$ cat config.mk
export PLATFORM = sky130hd
export DESIGN_NAME = ipkt_ctrl
export DESIGN_NICKNAME = d
export VERILOG_FILES = /design/src/rtl/ipkt_pkg.sv /design/src/rtl/ipkt_ctrl.sv
export SDC_FILE = /design/constraint.sdc
export NUM_CORES = 1
export LEC_CHECK = 0
export BUFFER_PORTS_ARGS = -buffer_cell sky130_fd_sc_hd__buf_2
export CAP_MARGIN = 20
export CORE_AREA = 10 10 47 49
export CTS_CLUSTER_SIZE = 25
export DETAILED_ROUTE_END_ITERATION = 16
export DIE_AREA = 0 0 57 59
export GPL_TIMING_DRIVEN = 0
export MAX_ROUTING_LAYER = met4
export SETUP_SLACK_MARGIN = 0.15
export SLEW_MARGIN = 25
export SYNTH_ARGS = -nofsm -noshare
export SYNTH_HDL_FRONTEND = slang
export SYNTH_SLANG_ARGS = --single-unit
$ cat constraint.sdc
create_clock -name i_clk -period 1.7 [get_ports i_clk]
set_input_delay 0.17 -clock i_clk [delete_from_list [all_inputs] [get_ports i_clk]]
set_output_delay 0.17 -clock i_clk [all_outputs]
set_load 0.01 [all_outputs]
$ cat src/rtl/ipkt_pkg.sv
`default_nettype none
// ----------------------------------------------------------------------------
// ipkt_pkg
// Shared types and constants of the ID pair key table: port words, status
// codes, default sizes and the controller/datapath command and status groups.
// ----------------------------------------------------------------------------
package ipkt_pkg;

    localparam int ENTRIES_DEF      = 256;
    localparam int ID_BITS_DEF      = 64;
    localparam int PAYLOAD_BITS_DEF = 64;

    localparam int FIELD_BITS  = 64;
    localparam int STATUS_BITS = 2;

    localparam logic [STATUS_BITS-1:0] ST_OK        = 2'd0;
    localparam logic [STATUS_BITS-1:0] ST_FULL      = 2'd1;
    localparam logic [STATUS_BITS-1:0] ST_NOT_FOUND = 2'd2;

    localparam logic CMD_WRITE = 1'b0;
    localparam logic CMD_READ  = 1'b1;

    typedef struct packed {
        logic                  cmd;
        logic [FIELD_BITS-1:0] client_id;
        logic [FIELD_BITS-1:0] server_id;
        logic [FIELD_BITS-1:0] payload_in;
    } t_in_word;

    typedef struct packed {
        logic [STATUS_BITS-1:0] status;
        logic [FIELD_BITS-1:0]  payload_out;
    } t_out_word;

    typedef struct packed {
        logic load;
        logic clr;
        logic step;
        logic commit;
    } t_dp_cmd;

    typedef struct packed {
        logic last;
        logic out_free;
    } t_dp_sts;

endpackage

`default_nettype wire

$ cat src/rtl/ipkt_ctrl.sv
`default_nettype none
// ----------------------------------------------------------------------------
// ipkt_ctrl
// Controller: clearing pass after reset, then accept, scan, flush and commit
// for each input word.
// ----------------------------------------------------------------------------
module ipkt_ctrl (
    input  wire logic              i_clk,
    input  wire logic              i_rst_n,
    input  wire logic              i_in_valid,
    output logic                   o_in_ready,
    input  wire ipkt_pkg::t_dp_sts i_sts,
    output ipkt_pkg::t_dp_cmd      o_cmd
);

    typedef enum logic [4:0] {
        S_CLEAR  = 5'b00001,
        S_IDLE   = 5'b00010,
        S_SCAN   = 5'b00100,
        S_FLUSH  = 5'b01000,
        S_COMMIT = 5'b10000
    } t_state;

    t_state r_state;
    t_state n_state;

    always_comb begin
        n_state      = r_state;
        o_cmd        = '0;
        o_in_ready   = 1'b0;
        unique case (r_state)
            S_CLEAR: begin
                o_cmd.clr = 1'b1;
                if (i_sts.last) begin
                    n_state = S_IDLE;
                end
            end
            S_IDLE: begin
                o_in_ready = 1'b1;
                if (i_in_valid) begin
                    o_cmd.load = 1'b1;
                    n_state    = S_SCAN;
                end
            end
            S_SCAN: begin
                o_cmd.step = 1'b1;
                if (i_sts.last) begin
                    n_state = S_FLUSH;
                end
            end
            S_FLUSH: begin
                n_state = S_COMMIT;
            end
            S_COMMIT: begin
                if (i_sts.out_free) begin
                    o_cmd.commit = 1'b1;
                    n_state      = S_IDLE;
                end
            end
            default: begin
                n_state = S_CLEAR;
            end
        endcase
    end

    always_ff @(posedge i_clk) begin
        if (!i_rst_n) begin
            r_state <= S_CLEAR;
        end else begin
            r_state <= n_state;
        end
    end

endmodule

`default_nettype wire

======== Yosys cells after proc, flatten, opt, wreduce, memory -nomap -nowiden ========
Cells that the tools add are included.
storage, ports and cells
  word-level logic and storage cells ...... 23
  output and inout bits ................... 5
  input bits .............................. 5
  bits in registers ....................... 5
cells by class
  mux-type cells .......................... 12
  eq/ne operators ......................... 9
  reduce and logical (&&, ||, !) cells .... 1
operators by type and width
  operator                                                          count
  5-bit case mux with 5 select lines                                1
  5-bit two-way mux                                                 4
  2-bit != test (second input constant)                             4
  1-bit two-way mux                                                 7
  5-bit by 1-bit == test with 1-bit output (second input constant)  1
  5-bit by 2-bit == test with 1-bit output (second input constant)  1
  5-bit by 3-bit == test with 1-bit output (second input constant)  1
  5-bit by 4-bit == test with 1-bit output (second input constant)  1
  5-bit == test (second input constant)                             1
  4-bit AND reduction                                               1

======== Logic depth before layout (Yosys ltp) ========
  depth in word-level cells ............... 3
  mapped depth ............................ 5
  mapped depth without buffers ............ 4

======== Worst setup path after synthesis ========
OpenSTA, ideal clock, no wires.
  path kind ............................... reg2reg
  start point ............................. register r_state[0]
  end point ............................... register r_state[4]
  clock period less this slack ............ 1.256 ns
  data arrival time ....................... 1.139 ns
  data required time ...................... 1.583 ns
  cell stages (with the launch flop) ...... 6
  buffers on the path ..................... 1
  setup slack ............................. 0.444 ns
  setup time .............................. 0.117 ns
  cell sequence ........................... dfxtp_1 > buf_6 > xor2_1 > a22oi_2 > o21ai_2 > a32o_2
on the way
  word-level cells in the longest chain between the ends .. 3
  elaborated cells between the ends (all ways) .. 11
  classes of those cells .................. eq/ne (9); mux (1); reduce/logical (1)
RTL lines
  element                                                                 line             source
  start, declared                                                         ipkt_ctrl.sv:24  t_state r_state;
  start signal, assigned                                                  ipkt_ctrl.sv:70  r_state <= n_state;
  5-bit by 1-bit == test with 1-bit output, or another cell as far along  ipkt_ctrl.sv:31  unique case (r_state)
  2-bit != test (no line)                                                 -
  4-bit AND reduction (no line)                                           -
Parallel ways exist; a longest one is shown, timed or not.
A chain may end at the register's enable or synchronous reset.

==> impl_metrics.py <==
metrics = {
    "power_and_ir_drop": {
        "comb_power_share_pct": 45.8,
        "power.share.switching_pct": 35.5,
        "clock_power_share_pct": 26.9,
        "p_sw_mw": 0.181,
        "power_density_mw_per_mm2": 1070,
        "peakVddDrop_mv": 0.431,
        "total_power_mw": 0.510,
        "p_leak_nw": 0.230,
        "internal-power_mw": 0.329,
        "power.sequential.fraction_pct": 27.4,
    },
    "synthesis": {
        "synthArstFlopShare_pct": 0,
        "mappedNetlistNets": 49,
        "yosys_warnings": 0,
        "post_synth.cell_area_avg_um2": 8.30,
        "synth_area_leaders": "sky130_fd_sc_hd__dfxtp_1 27%, sky130_fd_sc_hd__xor2_1 7.2%, sky130_fd_sc_hd__buf_6 6.2%",
        "synth_largest_area_cell": "sky130_fd_sc_hd__dfxtp_1",
        "yosys_register_bits": 5,
        "share_of_yosys_cell_area_claimed_by_the_top_area_cell_type_pct": 27.4,
        "synthDistinctLibCells": 24,
        "synth_ff_type": "sky130_fd_sc_hd__dfxtp_1",
        "top_cell_types_by_occurrence_after_synthesis": "5 x sky130_fd_sc_hd__dfxtp_1, 5 x sky130_fd_sc_hd__nand2_1, 4 x sky130_fd_sc_hd__nor2_1",
        "synth_cells": 44,
        "number_of_synthesized_flops_with_an_enable_pin": 0,
        "syn_area_um2": 365,
        "synth_seq_area_share_pct": 27.4,
    },
    "worst_setup_path": {
        "ff2ff_path_depth": 5,
        "timing_worst_setup_path_type": "register to output pin",
        "cp-startpoint": "r_state[1]",
        "timing.critical_path.to": "o_cmd[2]",
        "ff2ff_setup_slack_ps": 360,
        "slowest_delay_ps": 290,
        "worst-endpoint-required_ps": 1530,
        "critical_path.most_common_cell": "sky130_fd_sc_hd__buf_2",
        "timing.rr.start": "r_state[0]",
        "critical_path_arrival_ps": 1290,
        "path_cells": "buf_2 > nor3_4 > and3b_2 > buf_2",
        "worstReg2RegEnd": "r_state[4]",
        "critical_path.startpoint_type": "register",
        "worstPathMaxFanout": 8,
        "crit_path_end_kind": "output pin",
        "timing.critical_path.slowest_stage_cell": "sky130_fd_sc_hd__dfxtp_1",
    },
    "placed_design": {
        "numPortBuffers": 9,
        "placedCellCount": 69,
        "gpl.final_weighted_congestion": 0.678,
        "dpl.hpwl_um": 629,
    },
    "floorplan": {
        "initial_utilization_pct": 26.1,
        "die-width_um": 57,
        "chipHeight_um": 59,
        "io_pins": 10,
        "die_area_mm2": 0.00336,
        "core_region_area_mm2": 0.00140,
        "placement_rows": 14,
    },
    "drt": {
        "viasPerCell": 4.70,
        "initialDrtViolationCount": 2,
        "route.vias.total": 343,
        "detail_route.first_pass.iterations": 4,
        "routedWlPerCell_um": 11.1,
        "detail_route.drc_violations": 0,
        "drt.antenna.violating_nets": 0,
        "routed_wirelength_um": 813,
    },
    "clock_tree": {
        "clock_tree.root_cell": "sky130_fd_sc_hd__clkbuf_4",
        "clk_transition_reported_paths_ps": 40,
        "clk_latency_ps": 240,
        "cts_made_buffers": 3,
        "cts-htree-levels": 1,
        "cts_tree": "yes",
        "hold_buffers": 0,
        "clock_tree.buffer_depth": 2,
        "cts.sink_count": 5,
    },
    "cells_and_area": {
        "num_antenna_cells": 0,
        "largest-register": "r_state",
        "drive_above_1_share_pct": 45.6,
        "area.growth.synth_to_final_pct": 30.1,
        "layout.nets": 63,
        "biggestRegsByFlops": "r_state x5",
        "largest_reg_flops": 5,
        "fin_util_pct": 33.9,
        "stdcell_count": 73,
        "fillCellCount": 163,
    },
    "global_routing": {
        "grt_start_max_net_pins": 9,
        "grt_pass1_vias": 349,
        "initial_antenna_violation_count": 0,
        "gr-usage-all-layers_pct": 5.25,
        "use_met2_pct": 7.13,
        "use_met3_pct": 2.36,
        "globalRoute.totalOverflow": 0,
        "grt.met1_usage_pct": 5.83,
        "grt_first_pass_wirelength_um": 1390,
        "grt.busiest_layer": "met2",
    },
    "sta": {
        "timing.slew.headroom_pct": 78.6,
        "clock.fmax_mhz": 687,
        "drv_slew": 0,
        "hold_ws_ps": 160,
        "finalSetupTns_ps": 0,
        "period_needed_ps": 1460,
        "timing.clock.skew_ps": 0.830,
        "max_slew.worst_pin.slew_ps": 321,
        "rsz0062_at_grt": "no",
        "setup_viol": 0,
        "hold_viol": 0,
        "final.period_utilization_pct": 85.6,
    },
    "worst_hold_path": {
        "worst_min_path_class": "input port to register",
        "whs_path_depth": 2,
    },
    "run_status": {
        "outcome": "completed",
    },
    "job": {
        "maxCapViolations": 0,
    },
}
-- worst max-delay path, delay by kind of cell (launching register included) --
kind | cells | cell delay [ps]
and+or+nand+nor | 2 | 470
buffers and inverters | 2 | 290
DFF | 1 | 290
-- power groups by stage --
stage	clock network, mW	logic [mW]	registers [mW]
after CTS	0.144	0.230	0.140
after detailed placement	0	0.216	0.142
after floorplan	0	0.167	0.141
after global placement	0	0.212	0.142
after global routing	0.152	0.257	0.141
final	0.137	0.233	0.140
-- final cells by class --
cell class              instances  area, µm²  area share [%]
flip-flops and latches          5        100            21.1
repair buffers                  9       45.0            9.47
clock buffers                   4       26.3            5.53
inverters                       2       7.51            1.58
multi-input cells              33        244            51.3
well taps                      16       20.0            4.21
plain buffers                   4       32.5            6.84
-- through the flow --
step	instance area, µm²	setup WS [ps]
2_1_floorplan	365	444
3_3_place_gp	430	374
3_5_place_dp	430	361
4_1_cts	465	165
5_1_grt	475	156
6_report	475	245
-- layer usage --
metal | vias up | routed length, µm
met5 | - | 0
met4 | 0 | 17
met3 | 2 | 48
met2 | 10 | 352
met1 | 153 | 395
li1 | 178 | -
-- repair_timing --
item / 4_1_cts / 5_1_grt
endpoints found under the setup margin: 3 / 3
pin swaps: 0 / 1
cloned: 0 / 0
hold endpoints to repair: 0 / 0
buffers inserted: 0 / 0
gates resized for setup: 2 / 3
-- worst min-delay path by stage --
stage                     startpoint          to
after floorplan              i_rst_n  r_state[0]
after global placement       i_rst_n  r_state[0]
after detailed placement     i_rst_n  r_state[0]
after CTS                    i_rst_n  r_state[0]
after global routing         i_rst_n  r_state[0]
final                        i_rst_n  r_state[0]
-- cell usage in the layout (no fill, tap or decap), types with 2 or more instances in the layout --
cell type,count
sky130_fd_sc_hd__clkbuf_4,3
sky130_fd_sc_hd__xor2_1,3
sky130_fd_sc_hd__and3_1,2
sky130_fd_sc_hd__and3b_2,2
sky130_fd_sc_hd__inv_1,2
sky130_fd_sc_hd__nor2_1,3
sky130_fd_sc_hd__nand2_1,5
sky130_fd_sc_hd__buf_2,10
sky130_fd_sc_hd__buf_6,2
sky130_fd_sc_hd__o21ai_0,2
sky130_fd_sc_hd__dfxtp_1,5
-- cell families after synthesis --
family	Yosys count	synth area share, %
and+or+nand+nor	21	34.6
AOI/OAI and AO/OA	8	17.1
buffers and inverters	6	11.0
DFF	5	27.4
xor gates and xnor gates	3	7.19
muxes	1	2.74
(Power assumes the default switching activity.)
